`config.mk`:
```
export PLATFORM = sky130hd
export DESIGN_NAME = wwsm_queue
export DESIGN_NICKNAME = d
export VERILOG_FILES = /design/src/sv/wwsm_pkg.sv /design/src/sv/wwsm_queue.sv
export VERILOG_INCLUDE_DIRS = /design/src /design/src/sv
export SDC_FILE = /design/constraint.sdc
export NUM_CORES = 1
export LEC_CHECK = 0
export ABC_AREA = 1
export ABC_CLOCK_PERIOD_IN_PS = 3400
export BUFFER_PORTS_ARGS = -buffer_cell sky130_fd_sc_hd__buf_2
export CORE_ASPECT_RATIO = 1.5
export CORE_MARGIN = 2
export CORE_UTILIZATION = 37
export DETAILED_ROUTE_END_ITERATION = 6
export PLACE_DENSITY = 0.55
export SYNTH_ARGS = -nofsm -noshare
export SYNTH_HDL_FRONTEND = slang
export SYNTH_SLANG_ARGS = --single-unit
```
`constraint.sdc`:
```
create_clock -name i_clk -period 3.4 [get_ports i_clk]
set_input_delay 1.02 -clock i_clk [delete_from_list [all_inputs] [get_ports i_clk]]
set_output_delay 1.02 -clock i_clk [all_outputs]
set_load 0.01 [all_outputs]
```
`src/sv/weighted_window_sum_max_top_macros.svh`:
```
// ----------------------------------------------------------------------------
// weighted window sum max - assertion macros
// shared helpers for the concurrent checks in the block's modules
// ----------------------------------------------------------------------------
`ifndef WEIGHTED_WINDOW_SUM_MAX_TOP_MACROS_SVH
`define WEIGHTED_WINDOW_SUM_MAX_TOP_MACROS_SVH

`ifndef NO_ASSERTIONS
// property must hold at every clock edge out of reset
`define WWSM_ASSERT(lbl, clk, rst_n, prop, msg) \
    lbl: assert property (@(posedge clk) disable iff (!rst_n) prop) \
        else $error(msg);
// consequent must hold in the cycle after the antecedent
`define WWSM_ASSERT_NEXT(lbl, clk, rst_n, ante, cons, msg) \
    lbl: assert property (@(posedge clk) disable iff (!rst_n) (ante) |=> (cons)) \
        else $error(msg);
`else
`define WWSM_ASSERT(lbl, clk, rst_n, prop, msg)
`define WWSM_ASSERT_NEXT(lbl, clk, rst_n, ante, cons, msg)
`endif

`endif

```
`src/sv/wwsm_pkg.sv`:
```
// ----------------------------------------------------------------------------
// wwsm_pkg
// constants and shared types of the weighted window sum maximum block
// ----------------------------------------------------------------------------
package wwsm_pkg;

    localparam int WINDOW_MAX   = 256;
    localparam int SAMPLE_WIDTH = 16;
    localparam int CFG_W        = 9;
    localparam int SUM_W        = 40;
    localparam int Q_DEPTH      = 4;

    localparam logic [CFG_W-1:0] CFG_RESET = CFG_W'(1);

    // classification of one sample, front to back
    typedef struct packed {
        logic steady;   // window already full, slide it
        logic load;     // this sample completes the first window
        logic last;     // final sample of the sequence
        logic full;     // a full window exists after this sample
    } t_item_ctl;

endpackage

```
`src/sv/wwsm_queue.sv`:
```
// ----------------------------------------------------------------------------
// wwsm_queue
// short fifo that decouples the classifying front from the summing back
// ----------------------------------------------------------------------------
`include "weighted_window_sum_max_top_macros.svh"

module wwsm_queue #(
    parameter int DEPTH        = wwsm_pkg::Q_DEPTH,
    parameter int SAMPLE_WIDTH = wwsm_pkg::SAMPLE_WIDTH,
    parameter int PROD_W       = 26,
    parameter int QCNT_W       = $clog2(DEPTH + 1),
    parameter int QPTR_W       = (DEPTH > 1) ? $clog2(DEPTH) : 1
) (
    input  logic                           i_clk,
    input  logic                           i_rst_n,
    input  logic                           i_push,
    input  wwsm_pkg::t_item_ctl            i_ctl,
    input  logic signed [SAMPLE_WIDTH-1:0] i_x,
    input  logic signed [PROD_W-1:0]       i_prod,
    input  logic signed [SAMPLE_WIDTH-1:0] i_old,
    input  logic                           i_pop,
    output logic                           o_empty,
    output logic [QCNT_W-1:0]              o_level,
    output wwsm_pkg::t_item_ctl            o_ctl,
    output logic signed [SAMPLE_WIDTH-1:0] o_x,
    output logic signed [PROD_W-1:0]       o_prod,
    output logic signed [SAMPLE_WIDTH-1:0] o_old
);

    wwsm_pkg::t_item_ctl            r_ctl  [DEPTH];
    logic signed [SAMPLE_WIDTH-1:0] r_x    [DEPTH];
    logic signed [PROD_W-1:0]       r_prod [DEPTH];
    logic signed [SAMPLE_WIDTH-1:0] r_old  [DEPTH];
    logic [QPTR_W-1:0] r_wptr;
    logic [QPTR_W-1:0] r_rptr;
    logic [QCNT_W-1:0] r_count;

    always_ff @(posedge i_clk) begin
        if (!i_rst_n) begin
            r_wptr  <= '0;
            r_rptr  <= '0;
            r_count <= '0;
        end else begin
            if (i_push) begin
                r_wptr <= (r_wptr == QPTR_W'(DEPTH - 1)) ? '0 : r_wptr + QPTR_W'(1);
            end
            if (i_pop) begin
                r_rptr <= (r_rptr == QPTR_W'(DEPTH - 1)) ? '0 : r_rptr + QPTR_W'(1);
            end
            case ({i_push, i_pop})
                2'b10:   r_count <= r_count + QCNT_W'(1);
                2'b01:   r_count <= r_count - QCNT_W'(1);
                default: r_count <= r_count;
            endcase
        end
    end

    always_ff @(posedge i_clk) begin
        if (i_push) begin
            r_ctl[r_wptr]  <= i_ctl;
            r_x[r_wptr]    <= i_x;
            r_prod[r_wptr] <= i_prod;
            r_old[r_wptr]  <= i_old;
        end
    end

    assign o_empty = (r_count == '0);
    assign o_level = r_count;
    assign o_ctl   = r_ctl[r_rptr];
    assign o_x     = r_x[r_rptr];
    assign o_prod  = r_prod[r_rptr];
    assign o_old   = r_old[r_rptr];

    `WWSM_ASSERT(a_q_overflow, i_clk, i_rst_n, i_push |-> ((r_count < QCNT_W'(DEPTH)) || i_pop), "push into full queue")
    `WWSM_ASSERT(a_q_underflow, i_clk, i_rst_n, i_pop |-> (r_count != '0), "pop from empty queue")

endmodule

```
==> flow_summary.toml <==
[placed_design]
io_buffers = 131
detailed_place_hpwl_mm = 12.6
gp_congestion = 0.717

[synth]
ys_types = 23
syn_inst = 659
yosysSeqAreaShare = 0.746
synth_nets = 732
yosysTopAreaCell = "edfxtp_1"
synth_area_per_cell_sq_um = 15.5
ys_seq_elements = 257
ys_warn_count = 0
ys_top_cells_by_area = "edfxtp_1 (73%), o22ai_2 (7.3%), o21ai_0 (5.6%)"
synth_area_sq_um = 10200
netlist.area_leader.share = 0.728

[cts]
clk_latency_ns = 0.52
cts_tree = "built"
cts_repair_resize_count = 0
cts_setup_buffers = 0
clock_sinks = 257
postCtsHoldBufs = 0
clk_pin_slew_ns = 0.06
cts_max_level = 1
root_buffer = "clkbuf_16"
clockBufferDepth = 3
cts_buffers = 25

[timing]
rsz0062_at_grt = "false"
max_freq_mhz = 316
tightest_slew_ns = 0.737
skew_ns = 0.0145
fin_crit_sh = 0.932
finalCriticalPeriod_ns = 3.17
final-max-slew-violation-count = 0
hold_violations = 0
tns_ns = 0
setup_viol = 0
slew_headroom = 0.508
whs_ns = 0.538

[cells_and_area]
final_common_cell = "edfxtp_1"
n_fill_cell = 2477
drive_gt1_frac = 0.394
syn2layout_area_growth_pct = 17.8
layout_common_cells = "edfxtp_1 (248), buf_2 (131), o21ai_0 (115)"
finalNetCount = 870

[setup_path]
crit_type = "reg -> out"
worstPathMaxFanout = 72
cp_slowest_cell = "buf_4"
critPathBufInv = 2
required_ns = 2.38
critPathLaunchType = "flop"
crit_family = "buffers and inverters"
worstPathArrival_ns = 2.15
max_stage_delay_ns = 0.58
path_cells = "buf_4 -> o21ai_0 -> o22ai_2 -> buf_2"
endpoint_kind = "primary output"

[floorplan]
core_area_sq_um = 27200
start_util = 0.376
ioPinCount = 132
die_y_um = 208
die_area_sq_um = 29000
rows = 74
die_w_um = 140

[routing]
detail-route-antenna-nets = 0
first_pass_iters = 4
drc = 0
drt_iter0_drc = 305
vias = 5780
wirelength_mm = 21.7
viasPerCell = 4.98
wl_per_cell_um = 18.7

[power_and_ir_drop]
power.density_nw_per_um2 = 589
ir_worst_vdd_mv = 0.355
power.total_w = 0.00710
p_leak_nw = 4.23

[grt]
groute.usage.overall = 0.148
grt_overflow_total = 0
grt_pass1_wl_mm = 33.2
grt_max_degree = 73
grt_pass1_vias = 5928
grt_antenna_before_repair = 6

[outcome]
status = "finished, final reports clean"

[job]
drv_cap = 0

[hold_path]
hold_class = "reg -> reg"
-- cells by family (layout without fill, tap and decap cells) --
kind of cell / count (synthesis) / count (layout) / synth area share
simple gates: 142 / 142 / 0.0675
buf+inv: 58 / 214 / 0.0380
other cells: 0 / 3 / 0
compound gates: 195 / 195 / 0.140
flops: 257 / 257 / 0.746
fa+ha+maj: 7 / 7 / 0.00929
-- per-stage QoR --
stage	cells	worst slack [ns]	cell area, sq um	utilization
2_1_floorplan	659	0.722	10200	-
3_3_place_gp	1112	0.790	11200	0.413
3_5_place_dp	1112	0.778	11200	0.413
4_1_cts	1157	0.206	12000	0.442
5_1_grt	1159	0.105	12000	0.443
6_report	1160	0.232	12000	0.443
-- cell usage after synthesis --
master and n:
a21oi_1 5, buf_12 7, buf_2 21, buf_6 2
clkbuf_1 3, clkbuf_2 7, dfxtp_1 9, edfxtp_1 248
fa_1 1, ha_1 6, inv_1 16, inv_2 1
inv_8 1, nand2_1 8, nand3_1 1, nand4_1 1
nor2_1 69, nor2_2 60, nor3_1 3, o21ai_0 115
o21ai_1 13, o22ai_1 2, o22ai_2 60
-- path summary, 6_finish.rpt --
check | to | slack (ns) | cells past startpoint | from
setup / recovery | o_x[13] | 0.23 | 4 | flop
hold / removal | flop | 0.54 | 2 | r_rptr[1]$_SDFFE_PN0P_
setup reg to reg | r_prod[0][13]$_DFFE_PP_ | 1.55 | 5 | r_wptr[0]$_SDFFE_PN0P_
hold reg to reg | flop | 0.54 | 2 | r_rptr[1]$_SDFFE_PN0P_
-- worst min-delay path, cell delays in order (launching register included) --
cell	delay [ns]
dfxtp_1	0.32
o21ai_0	0.14
nor2_1	0.05
-- registers in the layout, summed over array words and instances (netlist names), named ones only --
name	flops
r_wptr	2
r_old	64
r_ctl	16
r_x	64
o_level	3
r_prod	104
r_rptr	2
-- where the power goes --
| part | leakage (nW) | switching [W] | internal (W) |
|---|---|---|---|
| sequential | 2.35 | 0.0000384 | 0.00362 |
| combinational | 1.48 | 0.000493 | 0.000283 |
| clock | 0.399 | 0.00113 | 0.00155 |
-- final cells by class --
cell class              instances  area, sq um  area share
diodes                          3         7.51    0.000623
inverters                      18         75.1     0.00623
clock inverters                16          138      0.0114
multi-input cells             344         2210       0.184
clock buffers                  29          661      0.0548
flip-flops and latches        257         7630       0.633
repair buffers                151          893      0.0741
well taps                     342          428      0.0355
-- metal layers --
metal  vias up  wire (um)  track usage
met1      2851       8600        0.172
met2       136      11600        0.269
met3        37       1000       0.0281
li1       2750          -            -
met4         6        523       0.0572
met5         -         38            0
Power figures use the tool's default switching activity.
