===== src/sv/weighted_window_sum_max_top_macros.svh =====
// ----------------------------------------------------------------------------
// weighted window sum max - assertion macros
// shared helpers for the concurrent checks in the block's modules
// ----------------------------------------------------------------------------
`ifndef WEIGHTED_WINDOW_SUM_MAX_TOP_MACROS_SVH
`define WEIGHTED_WINDOW_SUM_MAX_TOP_MACROS_SVH

`ifndef NO_ASSERTIONS
// property must hold at every clock edge out of reset
`define WWSM_ASSERT(lbl, clk, rst_n, prop, msg) \
    lbl: assert property (@(posedge clk) disable iff (!rst_n) prop) \
        else $error(msg);
// consequent must hold in the cycle after the antecedent
`define WWSM_ASSERT_NEXT(lbl, clk, rst_n, ante, cons, msg) \
    lbl: assert property (@(posedge clk) disable iff (!rst_n) (ante) |=> (cons)) \
        else $error(msg);
`else
`define WWSM_ASSERT(lbl, clk, rst_n, prop, msg)
`define WWSM_ASSERT_NEXT(lbl, clk, rst_n, ante, cons, msg)
`endif

`endif


===== src/sv/wwsm_pkg.sv =====
// ----------------------------------------------------------------------------
// wwsm_pkg
// constants and shared types of the weighted window sum maximum block
// ----------------------------------------------------------------------------
package wwsm_pkg;

    localparam int WINDOW_MAX   = 256;
    localparam int SAMPLE_WIDTH = 16;
    localparam int CFG_W        = 9;
    localparam int SUM_W        = 40;
    localparam int Q_DEPTH      = 4;

    localparam logic [CFG_W-1:0] CFG_RESET = CFG_W'(1);

    // classification of one sample, front to back
    typedef struct packed {
        logic steady;   // window already full, slide it
        logic load;     // this sample completes the first window
        logic last;     // final sample of the sequence
        logic full;     // a full window exists after this sample
    } t_item_ctl;

endpackage


===== src/sv/wwsm_ram.sv =====
// ----------------------------------------------------------------------------
// wwsm_ram
// single port ram, read-before-write, registered read data
// ----------------------------------------------------------------------------
module wwsm_ram #(
    parameter int WIDTH = 16,
    parameter int DEPTH = 256,
    parameter int ADDR_W = (DEPTH > 1) ? $clog2(DEPTH) : 1
) (
    input  logic              i_clk,
    input  logic              i_en,
    input  logic              i_we,
    input  logic [ADDR_W-1:0] i_addr,
    input  logic [WIDTH-1:0]  i_wdata,
    output logic [WIDTH-1:0]  o_rdata
);

    logic [WIDTH-1:0] r_mem [DEPTH];
    logic [WIDTH-1:0] r_rdata;

    always_ff @(posedge i_clk) begin
        if (i_en) begin
            r_rdata <= r_mem[i_addr];
            if (i_we) begin
                r_mem[i_addr] <= i_wdata;
            end
        end
    end

    assign o_rdata = r_rdata;

endmodule


===== src/sv/wwsm_front.sv =====
// ----------------------------------------------------------------------------
// wwsm_front
// accepts samples, tracks window fill and ring position, weights the sample
// ----------------------------------------------------------------------------
`include "weighted_window_sum_max_top_macros.svh"

module wwsm_front #(
    parameter int WINDOW_MAX   = wwsm_pkg::WINDOW_MAX,
    parameter int SAMPLE_WIDTH = wwsm_pkg::SAMPLE_WIDTH,
    parameter int Q_DEPTH      = wwsm_pkg::Q_DEPTH,
    parameter int LEN_W        = $clog2(WINDOW_MAX + 1),
    parameter int PTR_W        = (WINDOW_MAX > 1) ? $clog2(WINDOW_MAX) : 1,
    parameter int PROD_W       = SAMPLE_WIDTH + LEN_W + 1,
    parameter int QCNT_W       = $clog2(Q_DEPTH + 1)
) (
    input  logic                           i_clk,
    input  logic                           i_rst_n,
    input  logic [wwsm_pkg::CFG_W-1:0]     i_window_length,
    input  logic                           i_in_valid,
    output logic                           o_in_stall,
    input  logic signed [SAMPLE_WIDTH-1:0] i_sample,
    input  logic                           i_last,
    input  logic [QCNT_W-1:0]              i_q_level,
    output logic                           o_push,
    output wwsm_pkg::t_item_ctl            o_ctl,
    output logic signed [SAMPLE_WIDTH-1:0] o_x,
    output logic signed [PROD_W-1:0]       o_prod,
    output logic signed [SAMPLE_WIDTH-1:0] o_old
);

    localparam int CMP_W = (LEN_W > wwsm_pkg::CFG_W) ? LEN_W : wwsm_pkg::CFG_W;

    logic [LEN_W-1:0]  r_seen;
    logic [LEN_W-1:0]  r_len;
    logic [PTR_W-1:0]  r_ptr;
    logic              r_f1_valid;
    wwsm_pkg::t_item_ctl r_f1_ctl;
    logic signed [SAMPLE_WIDTH-1:0] r_f1_x;
    logic signed [PROD_W-1:0]       r_f1_prod;

    logic [LEN_W-1:0]  eff_len;
    logic [LEN_W-1:0]  m_cur;
    logic [LEN_W-1:0]  seen_inc;
    logic [LEN_W-1:0]  coef;
    logic [LEN_W-1:0]  ptr_inc;
    logic              fill;
    logic              accept;
    logic [LEN_W-1:0]  n_seen;
    logic [PTR_W-1:0]  n_ptr;
    wwsm_pkg::t_item_ctl ctl;
    logic [QCNT_W:0]   in_flight;
    logic signed [SAMPLE_WIDTH-1:0] ram_rdata;

    // zero means one, anything past the ring depth saturates
    always_comb begin
        if (i_window_length == '0) begin
            eff_len = LEN_W'(1);
        end else if (CMP_W'(i_window_length) > CMP_W'(WINDOW_MAX)) begin
            eff_len = LEN_W'(WINDOW_MAX);
        end else begin
            eff_len = LEN_W'(i_window_length);
        end
    end

    // length is latched on the first beat of a sequence
    assign m_cur    = (r_seen == '0) ? eff_len : r_len;
    assign fill     = r_seen < m_cur;
    assign seen_inc = r_seen + LEN_W'(1);
    assign coef     = fill ? seen_inc : m_cur;
    assign ptr_inc  = LEN_W'(r_ptr) + LEN_W'(1);

    always_comb begin
        ctl.steady = !fill;
        ctl.load   = fill && (seen_inc == m_cur);
        ctl.last   = i_last;
        ctl.full   = !fill || (seen_inc == m_cur);
    end

    always_comb begin
        if (i_last) begin
            n_seen = '0;
            n_ptr  = '0;
        end else begin
            n_seen = fill ? seen_inc : r_seen;
            n_ptr  = (ptr_inc == m_cur) ? '0 : PTR_W'(ptr_inc);
        end
    end

    // keep a slot in the queue for every beat still in flight
    assign in_flight  = (QCNT_W+1)'(i_q_level) + (QCNT_W+1)'(r_f1_valid);
    assign o_in_stall = in_flight >= (QCNT_W+1)'(Q_DEPTH);
    assign accept     = i_in_valid && !o_in_stall;

    wwsm_ram #(
        .WIDTH (SAMPLE_WIDTH),
        .DEPTH (WINDOW_MAX),
        .ADDR_W(PTR_W)
    ) u_ring (
        .i_clk  (i_clk),
        .i_en   (accept),
        .i_we   (accept),
        .i_addr (r_ptr),
        .i_wdata(i_sample),
        .o_rdata(ram_rdata)
    );

    always_ff @(posedge i_clk) begin
        if (!i_rst_n) begin
            r_seen     <= '0;
            r_len      <= '0;
            r_ptr      <= '0;
            r_f1_valid <= 1'b0;
        end else begin
            r_f1_valid <= accept;
            if (accept) begin
                r_seen <= n_seen;
                r_ptr  <= n_ptr;
                r_len  <= m_cur;
            end
        end
    end

    always_ff @(posedge i_clk) begin
        if (accept) begin
            r_f1_ctl  <= ctl;
            r_f1_x    <= i_sample;
            r_f1_prod <= $signed({1'b0, coef}) * i_sample;
        end
    end

    assign o_push = r_f1_valid;
    assign o_ctl  = r_f1_ctl;
    assign o_x    = r_f1_x;
    assign o_prod = r_f1_prod;
    assign o_old  = ram_rdata;

    `WWSM_ASSERT(a_ptr_in_window, i_clk, i_rst_n, (r_seen != '0) |-> (LEN_W'(r_ptr) < r_len), "ring pointer beyond window")
    `WWSM_ASSERT(a_seen_bounded, i_clk, i_rst_n, (r_seen != '0) |-> (r_seen <= r_len), "fill count beyond window")
    `WWSM_ASSERT_NEXT(a_last_clears, i_clk, i_rst_n, accept && i_last, (r_seen == '0) && (r_ptr == '0), "sequence not cleared after last beat")

endmodule


===== config.mk =====
export PLATFORM = sky130hd
export DESIGN_NAME = wwsm_front
export DESIGN_NICKNAME = d
export VERILOG_FILES = /design/src/sv/wwsm_pkg.sv /design/src/sv/wwsm_ram.sv /design/src/sv/wwsm_front.sv
export VERILOG_INCLUDE_DIRS = /design/src /design/src/sv
export SDC_FILE = /design/constraint.sdc
export NUM_CORES = 2
export LEC_CHECK = 0
export BUFFER_PORTS_ARGS = -buffer_cell sky130_fd_sc_hd__buf_2
export CORE_ASPECT_RATIO = 0.9
export CORE_MARGIN = 3
export CORE_UTILIZATION = 60
export CTS_BUF_LIST = sky130_fd_sc_hd__clkbuf_16
export DETAILED_ROUTE_END_ITERATION = 8
export HOLD_SLACK_MARGIN = 0.02
export PLACE_DENSITY_LB_ADDON = 0.08
export SLEW_MARGIN = 10
export SYNTH_ARGS = -nofsm -noshare
export SYNTH_HDL_FRONTEND = slang
export SYNTH_SLANG_ARGS = --single-unit
export TNS_END_PERCENT = 5

===== constraint.sdc =====
create_clock -name i_clk -period 10.8 [get_ports i_clk]
set_input_delay 0.54 -clock i_clk [delete_from_list [all_inputs] [get_ports i_clk]]
set_output_delay 0.54 -clock i_clk [all_outputs]
set_load 0.01 [all_outputs]

==> impl_metrics.env <==
export IMPL_number_of_distinct_library_cells_after_synthesis=69
export IMPL_worstPathRequired_ps=11430
export IMPL_critical_path_max_fanout=16
export IMPL_worst_slew_pin_transition_ps=1332
export IMPL_number_of_antenna_violations_at_the_first_check_in_global_routing=24
export IMPL_syn_nets=7479
export IMPL_clock_tree_root_cell="sky130_fd_sc_hd__clkbuf_16"
export IMPL_drt_wl_total_mm=431.1
export IMPL_initial_cell_density_of_the_core=0.6049
export IMPL_synth_area_sq_um=165800
export IMPL_setup_tns_ps=0
export IMPL_timing_final_crit_share=0.9343
export IMPL_top_level_i_o_count=96
export IMPL_total_number_of_nets_in_the_final_design=7951
export IMPL_syn_to_final_growth_pct=11.98
export IMPL_ys_dominant_reg_cell="sky130_fd_sc_hd__edfxtp_1"
export IMPL_first_pass_grt_wire_length_mm=614.4
export IMPL_post_route_drc_count=0
export IMPL_clkTransAtPathRegs_ps=60
export IMPL_buffer_ports_inserted=95
export IMPL_cts_sink_count=4185
export IMPL_gp_congestion=0.8506
export IMPL_row_count=182
export IMPL_outcome="finished clean"
export IMPL_critPathMaxStageDelay_ps=720
export IMPL_timing_fmax_mhz=99.10
export IMPL_worstSkewPairLatency_ps=940
export IMPL_pwr_density_nw_per_um2=176.6
export IMPL_quantity_of_gates_resized_following_cts=0
export IMPL_setup_viol_count_final=0
export IMPL_worst_r2r_start="r_seen[0]$_SDFFE_PN0P_"
export IMPL_synth_cells=7253
export IMPL_core_area_sq_um=274200
export IMPL_dp_slack_ps=778.3
export IMPL_tritoncts="yes"
export IMPL_crit_top_cell="sky130_fd_sc_hd__inv_1"
export IMPL_dieArea_sq_um=282800
export IMPL_y_dimension_of_the_die_um=504.8
export IMPL_detailedRoute_firstPassIterationCount=6
export IMPL_htree_levels=5
export IMPL_min_delay_start="i_sample[10]"
export IMPL_time_the_final_worst_path_needs_with_i_o_delays_and_setup_ps=10090
export IMPL_first_global_vias=80110
export IMPL_critPathLaunch="r_seen[0]$_SDFFE_PN0P_"
export IMPL_synth_async_sr_flop_share=0
export IMPL_relSlewSlack=0.1111
export IMPL_setup_worst_path_end_class="register"
export IMPL_grtUsageTotal=0.3090
export IMPL_syn_area_per_cell_sq_um=22.87
export IMPL_max_cap_viol_count=0
export IMPL_dpl_instance_area_sq_um=172900
export IMPL_clk_path_buf_depth=4
export IMPL_dpl_cell_count=10990
export IMPL_totalPowerFinal_mw=32.79
export IMPL_timing_critical_path_arrival_ps=10720
export IMPL_power_leakage_nw=57.69
export IMPL_report_final_slew_viol_count=0
export IMPL_edff_count_synth=4158
export IMPL_synth_yosys_seq_area_share=0.7561
export IMPL_min_path_type="input pin to register"
export IMPL_synthesis_yosys_warnings=0
export IMPL_dp_hpwl_mm=249.5
export IMPL_vdd_drop_max_uv=157.1
export IMPL_final_setup_worst_slack_ps=709.5
export IMPL_hold_violations=0
export IMPL_final_instance_area_sq_um=185700
export IMPL_kind_of_start_point_of_the_critical_path="register"
export IMPL_crit_type="register to register"
export IMPL_grt_max_degree=152
export IMPL_drt_first_iter_violations=11750
export IMPL_route_detailed_vias_per_inst=6.833
export IMPL_post_layout_nonfiller_instances=11740
export IMPL_post_route_cells_drive_above_1_share=0.3191
export IMPL_rsz0062_at_grt="no"
export IMPL_antenna_left=0
export IMPL_crit_path_top_delay_cell="sky130_fd_sc_hd__or4b_2"
export IMPL_post_drt_wl_per_cell_um=36.72
export IMPL_clock_skew_final_ps=69.20
export IMPL_synth_ff_latch_count=4185
export IMPL_die_width_um=560.2
export IMPL_globalRouteOverflowTotal=0
export IMPL_route_vias_total=80220
export IMPL_cts_inserted_buffers=407
[registers in the layout, indices dropped and copies added, names as in the netlist]
name	flops
o_ctl	4
o_prod	26
o_push	1
o_x	16
r_len	9
r_ptr	8
r_seen	9
u_ring.o_rdata	16
u_ring.r_mem	4096
[path summary, 6_finish.rpt]
check / to / slack [ps] / cells past startpoint
worst max-delay path: o_prod[24]$_DFFE_PP_ / 710 / 33
worst min-delay path: u_ring.r_mem[160][10]$_DFFE_PP_ / 70 / 1
worst max register to register: o_prod[24]$_DFFE_PP_ / 710 / 33
worst min register to register: r_len[1]$_SDFFE_PN0P_ / 500 / 2
[routing by layer]
layer	part of all wire	wire (um)	track usage
met5	0.00016	67	0
met4	0.040	17130	0.1065
met1	0.38	163100	0.4562
met2	0.47	203000	0.4665
met3	0.11	47760	0.07020
[synthesized netlist by cell type, types with 51 or more instances]
cell type | count | share of area
sky130_fd_sc_hd__a21oi_1 | 55 | 0.0017
sky130_fd_sc_hd__and2_1 | 73 | 0.0028
sky130_fd_sc_hd__ha_1 | 72 | 0.0054
sky130_fd_sc_hd__mux4_2 | 1297 | 0.18
sky130_fd_sc_hd__nor2_1 | 304 | 0.0069
sky130_fd_sc_hd__nand2_1 | 168 | 0.0038
sky130_fd_sc_hd__clkbuf_1 | 196 | 0.0044
sky130_fd_sc_hd__nand3_1 | 65 | 0.0020
sky130_fd_sc_hd__buf_2 | 97 | 0.0029
sky130_fd_sc_hd__inv_1 | 176 | 0.0040
sky130_fd_sc_hd__buf_1 | 51 | 0.0012
sky130_fd_sc_hd__edfxtp_1 | 4158 | 0.75
sky130_fd_sc_hd__fa_1 | 122 | 0.015
[final cells by class]
class	count	area, sq um
antenna	10	25.02
clock buffer	414	10360
clock inverter	321	2365
fill	17100	88460
inverter	180	678.2
multi-input combinational	2491	38600
sequential	4185	125400
tap	3680	4604
timing repair buffer	460	3666
[logic make-up (layout without fill, tap and decap cells)]
group | Yosys count | in the layout | synth area share
muxes | 1310 | 1310 | 0.1769
AOI/OAI and AO/OA | 222 | 222 | 0.009114
other | 0 | 10 | 0
and+or+nand+nor | 715 | 715 | 0.01963
buffers and inverters | 577 | 1375 | 0.01540
DFF | 4185 | 4185 | 0.7561
adders and majority gates | 194 | 194 | 0.02016
xor gates and xnor gates | 50 | 50 | 0.002641
[per-stage QoR]
stage | util | hold WS (ps)
after global placement | 0.6305 | 492.0
after CTS | 0.6771 | 39.62
after floorplan | - | 474.8
after global routing | 0.6773 | 73.55
final | 0.6774 | 69.45
after detailed placement | 0.6306 | 494.3
[where the power goes]
group | total, mW | internal [mW] | switching (mW)
combinational | 1.28 | 0.477 | 0.798
clock | 13.6 | 7.66 | 5.94
sequential | 17.9 | 17.9 | 0.0174
[critical path, delay by kind of cell, from the launching register on]
kind                     cells  cell delay, ps
AND/OR/NAND/NOR              5            1340
adder cells (fa/ha/maj)      8            3370
flip-flops                   1             360
XOR/XNOR                     1             180
buffers and inverters        8            1140
AO/OA/AOI/OAI               11            3430
[layout by cell type, fill, tap and decap left out, types with 8 or more instances in the layout]
cell type / instances
sky130_fd_sc_hd__nor3_1: 12
sky130_fd_sc_hd__nor2_4: 12
sky130_fd_sc_hd__diode_2: 10
sky130_fd_sc_hd__a21oi_1: 55
sky130_fd_sc_hd__nor2_2: 221
sky130_fd_sc_hd__mux4_2: 1297
sky130_fd_sc_hd__xor2_1: 15
sky130_fd_sc_hd__nand3_1: 65
sky130_fd_sc_hd__buf_12: 23
sky130_fd_sc_hd__nand2_2: 11
sky130_fd_sc_hd__a211oi_1: 17
sky130_fd_sc_hd__buf_4: 337
sky130_fd_sc_hd__clkbuf_8: 12
sky130_fd_sc_hd__ha_1: 72
sky130_fd_sc_hd__fa_1: 122
sky130_fd_sc_hd__mux2i_1: 12
sky130_fd_sc_hd__xnor2_1: 35
sky130_fd_sc_hd__clkbuf_16: 414
sky130_fd_sc_hd__clkinv_2: 79
sky130_fd_sc_hd__a21o_1: 9
sky130_fd_sc_hd__and2_1: 73
sky130_fd_sc_hd__dfxtp_1: 21
sky130_fd_sc_hd__o21a_1: 8
sky130_fd_sc_hd__nor2b_1: 10
sky130_fd_sc_hd__clkinv_1: 101
sky130_fd_sc_hd__buf_2: 79
sky130_fd_sc_hd__edfxtp_1: 4158
sky130_fd_sc_hd__a22oi_1: 21
sky130_fd_sc_hd__bufinv_16: 30
sky130_fd_sc_hd__nand2_1: 154
sky130_fd_sc_hd__and3_1: 24
sky130_fd_sc_hd__inv_1: 263
sky130_fd_sc_hd__o21ai_0: 28
sky130_fd_sc_hd__a31oi_1: 18
sky130_fd_sc_hd__nor2_1: 71
sky130_fd_sc_hd__o211ai_1: 8
sky130_fd_sc_hd__nand4_1: 18
[repair_timing]
item,in CTS,in global routing
setup buffers,0,0
hold buffers,4,0
hold endpoints to repair,21,0
Power figures use the tool's default switching activity.
