`config.mk`:
```
export PLATFORM = sky130hd
export DESIGN_NAME = wwsm_back
export DESIGN_NICKNAME = d
export VERILOG_FILES = /design/src/sv/wwsm_pkg.sv /design/src/sv/wwsm_back.sv
export VERILOG_INCLUDE_DIRS = /design/src /design/src/sv
export SDC_FILE = /design/constraint.sdc
export NUM_CORES = 1
export LEC_CHECK = 0
export ABC_CLOCK_PERIOD_IN_PS = 6500
export BUFFER_PORTS_ARGS = -buffer_cell sky130_fd_sc_hd__buf_4
export CAP_MARGIN = 20
export CELL_PAD_IN_SITES_DETAIL_PLACEMENT = 0
export CELL_PAD_IN_SITES_GLOBAL_PLACEMENT = 1
export CORE_MARGIN = 2
export CORE_UTILIZATION = 40
export DETAILED_ROUTE_END_ITERATION = 12
export PLACE_DENSITY_LB_ADDON = 0.1
export SLEW_MARGIN = 25
export SYNTH_ARGS = -nofsm -noshare
export SYNTH_HDL_FRONTEND = slang
export SYNTH_SLANG_ARGS = --single-unit
```
`constraint.sdc`:
```
create_clock -name i_clk -period 6.5 [get_ports i_clk]
set_input_delay 1.3 -clock i_clk [delete_from_list [all_inputs] [get_ports i_clk]]
set_output_delay 1.3 -clock i_clk [all_outputs]
set_load 0.01 [all_outputs]
```
`src/sv/weighted_window_sum_max_top_macros.svh`:
```
// ----------------------------------------------------------------------------
// weighted window sum max - assertion macros
// shared helpers for the concurrent checks in the block's modules
// ----------------------------------------------------------------------------
`ifndef WEIGHTED_WINDOW_SUM_MAX_TOP_MACROS_SVH
`define WEIGHTED_WINDOW_SUM_MAX_TOP_MACROS_SVH

`ifndef NO_ASSERTIONS
// property must hold at every clock edge out of reset
`define WWSM_ASSERT(lbl, clk, rst_n, prop, msg) \
    lbl: assert property (@(posedge clk) disable iff (!rst_n) prop) \
        else $error(msg);
// consequent must hold in the cycle after the antecedent
`define WWSM_ASSERT_NEXT(lbl, clk, rst_n, ante, cons, msg) \
    lbl: assert property (@(posedge clk) disable iff (!rst_n) (ante) |=> (cons)) \
        else $error(msg);
`else
`define WWSM_ASSERT(lbl, clk, rst_n, prop, msg)
`define WWSM_ASSERT_NEXT(lbl, clk, rst_n, ante, cons, msg)
`endif

`endif

```
`src/sv/wwsm_pkg.sv`:
```
// ----------------------------------------------------------------------------
// wwsm_pkg
// constants and shared types of the weighted window sum maximum block
// ----------------------------------------------------------------------------
package wwsm_pkg;

    localparam int WINDOW_MAX   = 256;
    localparam int SAMPLE_WIDTH = 16;
    localparam int CFG_W        = 9;
    localparam int SUM_W        = 40;
    localparam int Q_DEPTH      = 4;

    localparam logic [CFG_W-1:0] CFG_RESET = CFG_W'(1);

    // classification of one sample, front to back
    typedef struct packed {
        logic steady;   // window already full, slide it
        logic load;     // this sample completes the first window
        logic last;     // final sample of the sequence
        logic full;     // a full window exists after this sample
    } t_item_ctl;

endpackage

```
`src/sv/wwsm_back.sv`:
```
// ----------------------------------------------------------------------------
// wwsm_back
// running weighted and window sums, maximum tracking and result register
// ----------------------------------------------------------------------------
`include "weighted_window_sum_max_top_macros.svh"

module wwsm_back #(
    parameter int SAMPLE_WIDTH = wwsm_pkg::SAMPLE_WIDTH,
    parameter int LEN_W        = 9,
    parameter int PROD_W       = SAMPLE_WIDTH + LEN_W + 1,
    parameter int WIN_W        = SAMPLE_WIDTH + LEN_W,
    parameter int ACC_W        = SAMPLE_WIDTH + 2 * LEN_W
) (
    input  logic                              i_clk,
    input  logic                              i_rst_n,
    input  logic                              i_empty,
    input  wwsm_pkg::t_item_ctl               i_ctl,
    input  logic signed [SAMPLE_WIDTH-1:0]    i_x,
    input  logic signed [PROD_W-1:0]          i_prod,
    input  logic signed [SAMPLE_WIDTH-1:0]    i_old,
    output logic                              o_pop,
    output logic                              o_out_valid,
    input  logic                              i_out_stall,
    output logic signed [wwsm_pkg::SUM_W-1:0] o_best_sum,
    output logic                              o_valid_res
);

    logic signed [ACC_W-1:0] r_weighted;
    logic signed [WIN_W-1:0] r_window;
    logic                    r_a_valid;
    wwsm_pkg::t_item_ctl     r_a_ctl;
    logic signed [ACC_W-1:0] r_cand;
    logic signed [ACC_W-1:0] r_best;
    logic                    r_out_valid;
    logic signed [wwsm_pkg::SUM_W-1:0] r_out_sum;
    logic                    r_out_res;

    logic                    en;
    logic signed [ACC_W-1:0] w_new;
    logic signed [WIN_W-1:0] win_new;
    logic signed [ACC_W-1:0] n_best;

    // whole back end holds while a result waits on a stalled consumer
    assign en    = !r_out_valid || !i_out_stall;
    assign o_pop = en && !i_empty;

    // sliding step subtracts the old window; filling step does not
    assign w_new   = r_weighted + ACC_W'(i_prod)
                   - (i_ctl.steady ? ACC_W'(r_window) : ACC_W'(0));
    assign win_new = r_window + WIN_W'(i_x)
                   - (i_ctl.steady ? WIN_W'(i_old) : WIN_W'(0));

    always_comb begin
        if (r_a_ctl.load) begin
            n_best = r_cand;
        end else if (r_a_ctl.steady && (r_cand > r_best)) begin
            n_best = r_cand;
        end else begin
            n_best = r_best;
        end
    end

    always_ff @(posedge i_clk) begin
        if (!i_rst_n) begin
            r_weighted  <= '0;
            r_window    <= '0;
            r_a_valid   <= 1'b0;
            r_out_valid <= 1'b0;
        end else if (en) begin
            r_a_valid   <= o_pop;
            r_out_valid <= r_a_valid && r_a_ctl.last;
            if (o_pop) begin
                r_weighted <= i_ctl.last ? '0 : w_new;
                r_window   <= i_ctl.last ? '0 : win_new;
            end
        end
    end

    always_ff @(posedge i_clk) begin
        if (en) begin
            if (o_pop) begin
                r_a_ctl <= i_ctl;
                r_cand  <= w_new;
            end
            if (r_a_valid) begin
                r_best <= n_best;
                if (r_a_ctl.last) begin
                    r_out_sum <= r_a_ctl.full ? wwsm_pkg::SUM_W'(n_best) : '0;
                    r_out_res <= r_a_ctl.full;
                end
            end
        end
    end

    assign o_out_valid = r_out_valid;
    assign o_best_sum  = r_out_sum;
    assign o_valid_res = r_out_res;

    `WWSM_ASSERT(a_short_seq_zero, i_clk, i_rst_n, (r_out_valid && !r_out_res) |-> (r_out_sum == '0), "short sequence gave non-zero sum")

endmodule

```
==> results by group, run 1 <==
Clocking
  • H-tree Lvls: 4
  • Count of buffers added by post-CTS timing repair for setup: 0
  • Number of instances resized during post-cts repair: 0
  • CTS Root Buffer Type: sky130_fd_sc_hd__clkbuf_16
  • CTS clock-pin slew for the worst setup and hold paths: 0.07 ns
  • TritonCTS buffer count: 17
  • Number of buffers inserted by hold repair at cts: 0
  • Clock sink count: 168
  • Max clock buf depth: 2
  • CTS tree: yes
  • Clk_lat worst skew: 0.44 ns

GRT
  • Largest net degree at the start of global routing: 45
  • Global Route Usage Sum: 17.1%
  • Global-route congestion overflow total: 0
  • Number of global-route vias before repair: 8846
  • Global-route wire length before repair: 44800 um
  • Antenna violations before repair: 0

Synth
  • Mapped Nets: 1519
  • Flop and latch count out of synthesis: 168
  • Share of the synthesized area in the top cell type: 26.0%
  • Ys flop type: sky130_fd_sc_hd__edfxtp_1
  • Mean post-synth cell area: 9.49 um2
  • Sequential-to-total area share from yosys stat: 35.9%
  • Post-Syn Area: 12300 um2
  • Syn. warnings: 0
  • Async set-reset flop share out of synthesis: 0%
  • EDFF count, synth: 107
  • Top post-synthesis cells by area: sky130_fd_sc_hd__edfxtp_1 (26%), sky130_fd_sc_hd__dfxtp_1 (9.9%), sky130_fd_sc_hd__ha_1 (9.6%), sky130_fd_sc_hd__fa_1 (9.2%), sky130_fd_sc_hd__inv_1 (8.1%)
  • Post-Syn Instances: 1301
  • Largest area contributor in the synthesized netlist: sky130_fd_sc_hd__edfxtp_1
  • Number of distinct library cells after synthesis: 70

Floorplan
  • Count of boundary I/O pins: 109
  • Area of the die: 32300 um2
  • Core box area: 30500 um2
  • Chip Width: 180 um
  • Site row count: 64
  • Initial standard-cell utilization of the core: 40.5%
  • Vertical die dimension: 180 um

Finish
  • Layout cells sized above 1: 11.8%
  • Synth-to-Final Area Change: 14.4%
  • Total inserted antenna cells: 0
  • Top library cells by usage in the layout, fill and taps aside: sky130_fd_sc_hd__inv_1 (268), sky130_fd_sc_hd__nand2_1 (121), sky130_fd_sc_hd__buf_4 (119)
  • Nets@finish: 1612
  • Most common cell after layout, fill and taps aside: sky130_fd_sc_hd__inv_1

Drt
  • Vias per cell: 4.92
  • Total DRC errors in the routed layout: 0
  • Pre-Repair DR Iteration Count: 5
  • Vias after detailed routing: 8869
  • Wirelength, routed: 26700 um
  • Routed wirelength normalized by instance count: 14.8 um
  • Detailed router's first-iteration violation count: 412
  • Detail Route Antenna Nets: 0

Setup path
  • Number of buffer and inverter stages on the critical path: 3
  • CP max stage cell: sky130_fd_sc_hd__or4b_2
  • Crit path largest cell delay: 0.65 ns
  • Peak fanout along the critical path: 42
  • Crit path launch type: input pin
  • Cell-by-cell listing of the critical path: buf_4 -> nand2_1 -> inv_1 -> fa_1 -> inv_1 -> ha_1 -> a21oi_1 -> nor2_1 -> o21ai_0 -> nand2_1 -> a311o_1 -> or4b_2 -> mux2i_1 -> a211o_1
  • Cell class contributing the biggest share of worst-path delay: simple AND/OR/NAND/NOR gates
  • Endpoint kind of the worst setup timing path: flop
  • Arrival time of data at the critical path endpoint: 4.83 ns
  • CP Class: in -> reg
  • Critical path required time: 6.88 ns

Timing
  • Rel. slew slack: 41.8%
  • Final cycle utilization of the critical path: 68.5%
  • Worst-Margin Slew: 0.873 ns
  • Unrepaired setup endpoints after global routing: false
  • Setup-violating endpoint count in the final report: 0
  • Shortest period the worst path allows: 4.45 ns
  • Final Skew: 0.00845 ns
  • Final number of hold-violating endpoints: 0
  • Final slew viol count: 0
  • Timing-limited maximum frequency: 225 MHz
  • Hold slack final: 0.469 ns
  • Final sum of negative setup slack: 0 ns

Power
  • Cell area power density: 365 nW/um2
  • Max IR drop VDD: 0.196 mV
  • Leakage power figure: 6.40 nW

Placed design
  • Buffers on Ports: 108
  • Placer's final routability congestion estimate: 0.833
  • Total half-perimeter wirelength after legalization and detailed placement: 20700 um

Run
  • MaxCap Viol Count: 0

Run status
  • Outcome: finished, final reports clean

Min path
  • Type of the tightest min-delay check: reg -> reg
per-stage QoR:
step                total power, mW  instance area [um2]  util (%)  worst slack (ns)  std cells
finish                         5.16                14100      46.3              2.05       1803
CTS                            5.21                14100      46.3              2.03       1803
floorplan                      3.55                12300         -              2.09       1301
global route                   5.60                14100      46.3              1.79       1803
global placement               4.18                13500      44.4              1.68       1771
detailed placement             4.19                13500      44.4              1.57       1771
worst paths after layout:
check / start / end / slack, ns / depth (start not counted)
worst max-delay path: i_ctl[3] / r_weighted[33] / 2.05 / 14
worst min-delay path: r_weighted[2] / r_weighted[2] / 0.47 / 2
worst max register to register: r_window[3] / r_weighted[31] / 2.94 / 12
worst min register to register: r_weighted[2] / r_weighted[2] / 0.47 / 2
worst reg2reg max path, stage by stage (launching register included):
cell                       delay (ns)
sky130_fd_sc_hd__dfxtp_1         0.35
sky130_fd_sc_hd__and2_1          0.16
sky130_fd_sc_hd__fa_1            0.47
sky130_fd_sc_hd__inv_1           0.04
sky130_fd_sc_hd__ha_1            0.35
sky130_fd_sc_hd__o211ai_1        0.10
sky130_fd_sc_hd__o21ai_0         0.47
sky130_fd_sc_hd__o21ai_1         0.22
sky130_fd_sc_hd__a21o_1          0.27
sky130_fd_sc_hd__a31o_2          0.28
sky130_fd_sc_hd__o311ai_1        0.35
sky130_fd_sc_hd__xor2_1          0.27
sky130_fd_sc_hd__a22o_1          0.18
report_power, final:
part / internal (mW) / switching (mW)
sequential: 1.50 / 0.177
combinational: 1.07 / 1.41
clock: 0.545 / 0.456
total: 3.12 / 2.04
sequential cells by signal (all words and copies together) (netlist names):
signal	count
r_window	25
r_cand	34
o_out_valid	1
r_a_valid	1
o_valid_res	1
r_a_ctl	4
r_best	34
o_best_sum	34
r_weighted	34
layer usage:
metal | up-vias | global-route usage (%) | part of all wire (%)
met5 | - | 0 | 0
met2 | 164 | 27.6 | 45
met1 | 4127 | 24.1 | 51
met4 | 0 | 4.65 | 1.3
li1 | 4557 | - | -
met3 | 21 | 2.07 | 3.0
cell type report:
class / instances / area [um2]
clock buffers: 19 / 475
inverters: 269 / 1010
clock inverters: 13 / 105
well taps: 396 / 495
repair buffers: 119 / 893
multi-input cells: 819 / 6710
fillers: 2993 / 16400
flip-flops and latches: 168 / 4430
cell usage after synthesis, types with 5 or more instances:
cell type / n
sky130_fd_sc_hd__ha_1: 95
sky130_fd_sc_hd__nor3_1: 12
sky130_fd_sc_hd__mux2i_1: 35
sky130_fd_sc_hd__a211oi_1: 7
sky130_fd_sc_hd__mux2_1: 34
sky130_fd_sc_hd__dfxtp_1: 61
sky130_fd_sc_hd__xnor2_1: 36
sky130_fd_sc_hd__xor2_1: 18
sky130_fd_sc_hd__nand2_1: 121
sky130_fd_sc_hd__nand3_1: 16
sky130_fd_sc_hd__fa_1: 57
sky130_fd_sc_hd__nand2b_1: 8
sky130_fd_sc_hd__a21oi_1: 54
sky130_fd_sc_hd__nor2b_1: 28
sky130_fd_sc_hd__o21bai_1: 6
sky130_fd_sc_hd__a21o_1: 26
sky130_fd_sc_hd__and3_1: 5
sky130_fd_sc_hd__nand4_1: 13
sky130_fd_sc_hd__a31oi_1: 5
sky130_fd_sc_hd__o21a_1: 13
sky130_fd_sc_hd__o21ai_0: 41
sky130_fd_sc_hd__edfxtp_1: 107
sky130_fd_sc_hd__inv_1: 268
sky130_fd_sc_hd__buf_4: 7
sky130_fd_sc_hd__clkbuf_1: 31
sky130_fd_sc_hd__a22o_1: 17
sky130_fd_sc_hd__buf_2: 5
sky130_fd_sc_hd__and2_1: 42
sky130_fd_sc_hd__o211ai_1: 7
sky130_fd_sc_hd__a22oi_1: 22
sky130_fd_sc_hd__nor2_1: 35
cell families after synthesis:
kind of cell / after synthesis / synth area share (%)
buffers and inverters: 314 / 9.93
XOR/XNOR: 55 / 3.96
AND/OR/NAND/NOR: 302 / 12.1
adder cells (fa/ha/maj): 152 / 18.9
AO/OA/AOI/OAI: 241 / 13.2
multiplexers: 69 / 5.94
flip-flops: 168 / 35.9
Note: power is estimated with default switching activity, not from simulation.
==> inputs of run 2 (changes only) <==
--- a/config.mk
+++ b/config.mk
@@ -6,7 +6,8 @@
 export SDC_FILE = /design/constraint.sdc
 export NUM_CORES = 1
 export LEC_CHECK = 0
-export ABC_CLOCK_PERIOD_IN_PS = 6500
+export ABC_AREA = 1
+export ABC_CLOCK_PERIOD_IN_PS = 3700
 export BUFFER_PORTS_ARGS = -buffer_cell sky130_fd_sc_hd__buf_4
 export CAP_MARGIN = 20
 export CELL_PAD_IN_SITES_DETAIL_PLACEMENT = 0
==> constraint.sdc (replaced) <==
create_clock -name i_clk -period 3.7 [get_ports i_clk]
set_input_delay 0.74 -clock i_clk [delete_from_list [all_inputs] [get_ports i_clk]]
set_output_delay 0.74 -clock i_clk [all_outputs]
set_load 0.01 [all_outputs]
==> run 2 against run 1 <==
Die area is 5.3% higher. Clock power is 91% higher. Worst setup slack worse by 1.7 ns. Flip-flop and latch count stayed put. Worst hold slack worse by 0.0071 ns. Critical path depth is 2 higher. First-iteration DRC count is 33% higher. Global-route usage is 4.3 points higher. Non-clock buffer count is 45 higher.
==> results by group, run 2 <==
Run status
  • Outcome: finished, final reports clean

Floorplan
  • Area of the die: 34000 um2
  • Site row count: 66
  • Chip Width: 184 um
  • Vertical die dimension: 184 um
  • Count of boundary I/O pins: 109
  • Core box area: 32300 um2
  • Initial standard-cell utilization of the core: 40.3%

GRT
  • Largest net degree at the start of global routing: 62
  • Global Route Usage Sum: 21.3%
  • Global-route wire length before repair: 55600 um
  • Number of global-route vias before repair: 10756
  • Global-route congestion overflow total: 0
  • Antenna violations before repair: 0

Power
  • Max IR drop VDD: 0.372 mV
  • Leakage power figure: 7.78 nW
  • Cell area power density: 582 nW/um2

Timing
  • Post-layout worst setup margin: 0.383 ns
  • Worst-Margin Slew: 0.989 ns
  • Shortest period the worst path allows: 3.32 ns
  • Final cycle utilization of the critical path: 89.7%
  • Timing-limited maximum frequency: 301 MHz
  • Unrepaired setup endpoints after global routing: false
  • Final number of hold-violating endpoints: 0
  • Setup-violating endpoint count in the final report: 0
  • Rel. slew slack: 33.9%
  • Final Skew: 0.0112 ns
  • Final slew viol count: 0

Synth
  • Mapped Nets: 1979
  • Ys flop type: sky130_fd_sc_hd__edfxtp_1
  • Share of the synthesized area in the top cell type: 24.7%
  • Top post-synthesis cells by area: sky130_fd_sc_hd__edfxtp_1 (25%), sky130_fd_sc_hd__inv_1 (13%), sky130_fd_sc_hd__nand2_1 (12%), sky130_fd_sc_hd__dfxtp_1 (9.4%), sky130_fd_sc_hd__ha_1 (9.1%)
  • Largest area contributor in the synthesized netlist: sky130_fd_sc_hd__edfxtp_1
  • Most common cell in the synthesized netlist: sky130_fd_sc_hd__inv_1
  • Sequential-to-total area share from yosys stat: 34.1%
  • Async set-reset flop share out of synthesis: 0%
  • EDFF count, synth: 107
  • Mean post-synth cell area: 7.39 um2
  • Flop and latch count out of synthesis: 168
  • Number of distinct library cells after synthesis: 42
  • Post-Syn Area: 13000 um2
  • Synth cell count leaders: sky130_fd_sc_hd__inv_1 (444), sky130_fd_sc_hd__nand2_1 (415), sky130_fd_sc_hd__a21oi_1 (139)
  • Syn. warnings: 0
  • Post-Syn Instances: 1761

Setup path
  • Endpoint kind of the worst setup timing path: flop
  • Critical path required time: 4.01 ns
  • Peak fanout along the critical path: 33
  • Arrival time of data at the critical path endpoint: 3.62 ns
  • Crit path launch type: input pin
  • Register-to-register path setup slack: 0.68 ns
  • Depth of the worst register-to-register path: 13
  • CP Class: in -> reg

Placed design
  • Placer's final routability congestion estimate: 0.904
  • Placement-stage cell area: 14600 um2
  • Cells after DPL: 2326
  • Buffers on Ports: 108
  • Worst slack after detailed placement: -0.138 ns
  • Total half-perimeter wirelength after legalization and detailed placement: 27400 um

Drt
  • Routed wirelength normalized by instance count: 14.7 um
  • Wirelength, routed: 34600 um
  • Total length of routed met3 wires: 1070 um
  • Detailed router's first-iteration violation count: 547
  • Top layer used by detailed routing: met4
  • Pre-Repair DR Iteration Count: 8
  • Total routed wire length on the met1 layer: 16500 um
  • Vias after detailed routing: 10877
  • Total length of routed met2 wires: 16400 um
  • Total DRC errors in the routed layout: 0
  • Vias per cell: 4.61
  • Detail Route Antenna Nets: 0

Finish
  • Top library cells by usage in the layout, fill and taps aside: sky130_fd_sc_hd__inv_1 (444), sky130_fd_sc_hd__nand2_1 (415), sky130_fd_sc_hd__buf_4 (163)
  • Total inserted antenna cells: 0
  • Most common cell after layout, fill and taps aside: sky130_fd_sc_hd__inv_1
  • Nets@finish: 2121
  • Synth-to-Final Area Change: 17.1%
  • Number of cells in the finished layout apart from fillers: 2358
  • Final instance area: 15200 um2
  • Layout cells sized above 1: 11.6%

Min path
  • Number of cells on the worst hold path: 1
  • Type of the tightest min-delay check: in -> reg

Clocking
  • H-tree Lvls: 4
  • CTS clock-pin slew for the worst setup and hold paths: 0.07 ns
  • Max clock buf depth: 2
  • Number of instances resized during post-cts repair: 0
  • Clock sink count: 168
  • Clk_lat worst skew: 0.45 ns
  • Count of buffers added by post-CTS timing repair for setup: 0
  • CTS tree: yes
  • TritonCTS buffer count: 17
  • CTS Root Buffer Type: sky130_fd_sc_hd__clkbuf_16
  • Number of buffers inserted by hold repair at cts: 0

Run
  • MaxCap Viol Count: 0
run 2: power by group:
part	switching (mW)	total [mW]	internal (mW)
logic	2.68	4.27	1.59
clock network	0.824	1.91	1.09
registers	0.202	2.69	2.49
total	3.71	8.87	5.17
run 2: path summary, 6_finish.rpt:
check | startpoint | endpoint
worst min register to register | r_weighted[31] | r_weighted[31]
worst min-delay path | i_ctl[2] | r_a_ctl[2]
worst max-delay path | i_ctl[3] | r_window[21]
worst max register to register | r_window[2] | r_window[21]
run 2: metal layers:
layer / vias to the layer above / track usage [%]
li1: 5714 / -
met1: 4925 / 27.8
met2: 197 / 36.6
met3: 41 / 3.34
met4: 0 / 5.92
met5: - / 0
run 2: area by class of cell:
class,count,area (um2)
Inverter,449,1690
Clock buffer,19,443
Tap cell,442,553
Timing Repair Buffer,164,1240
Multi-Input combinational cell,1103,6710
Clock inverter,13,169
Sequential cell,168,4430
Fill cell,3352,17100
run 2: kinds of logic (layout without fill, tap and decap cells):
| kind of cell | count (synthesis) | in the layout | synth area share (%) |
|---|---|---|---|
| flip-flops | 168 | 168 | 34.1 |
| AND/OR/NAND/NOR | 702 | 702 | 22.5 |
| AO/OA/AOI/OAI | 225 | 225 | 9.38 |
| adder cells (fa/ha/maj) | 152 | 152 | 17.9 |
| XOR/XNOR | 24 | 24 | 1.62 |
| buffers and inverters | 490 | 645 | 14.5 |
run 2: stage by stage:
step	TNS [ns]	hold WS, ns	util, %	total power, mW
floorplan	0	0.435	-	5.58
global placement	-0.344	0.454	45.3	7.00
detailed placement	-0.234	0.456	45.3	7.02
CTS	0	0.441	47.2	8.95
global route	0	0.442	47.2	9.65
finish	0	0.462	47.2	8.87
run 2: worst max-delay path: stages:
cell	delay [ns]
sky130_fd_sc_hd__buf_4	0.35
sky130_fd_sc_hd__buf_4	0.25
sky130_fd_sc_hd__nand2_1	0.09
sky130_fd_sc_hd__inv_1	0.07
sky130_fd_sc_hd__ha_1	0.21
sky130_fd_sc_hd__inv_1	0.06
sky130_fd_sc_hd__ha_1	0.23
sky130_fd_sc_hd__inv_1	0.05
sky130_fd_sc_hd__o21ai_0	0.65
sky130_fd_sc_hd__nand3_1	0.14
sky130_fd_sc_hd__nand2_1	0.23
sky130_fd_sc_hd__nand3_1	0.18
sky130_fd_sc_hd__nand3_1	0.13
sky130_fd_sc_hd__nand2_1	0.06
sky130_fd_sc_hd__nand3_1	0.08
sky130_fd_sc_hd__a21oi_1	0.06
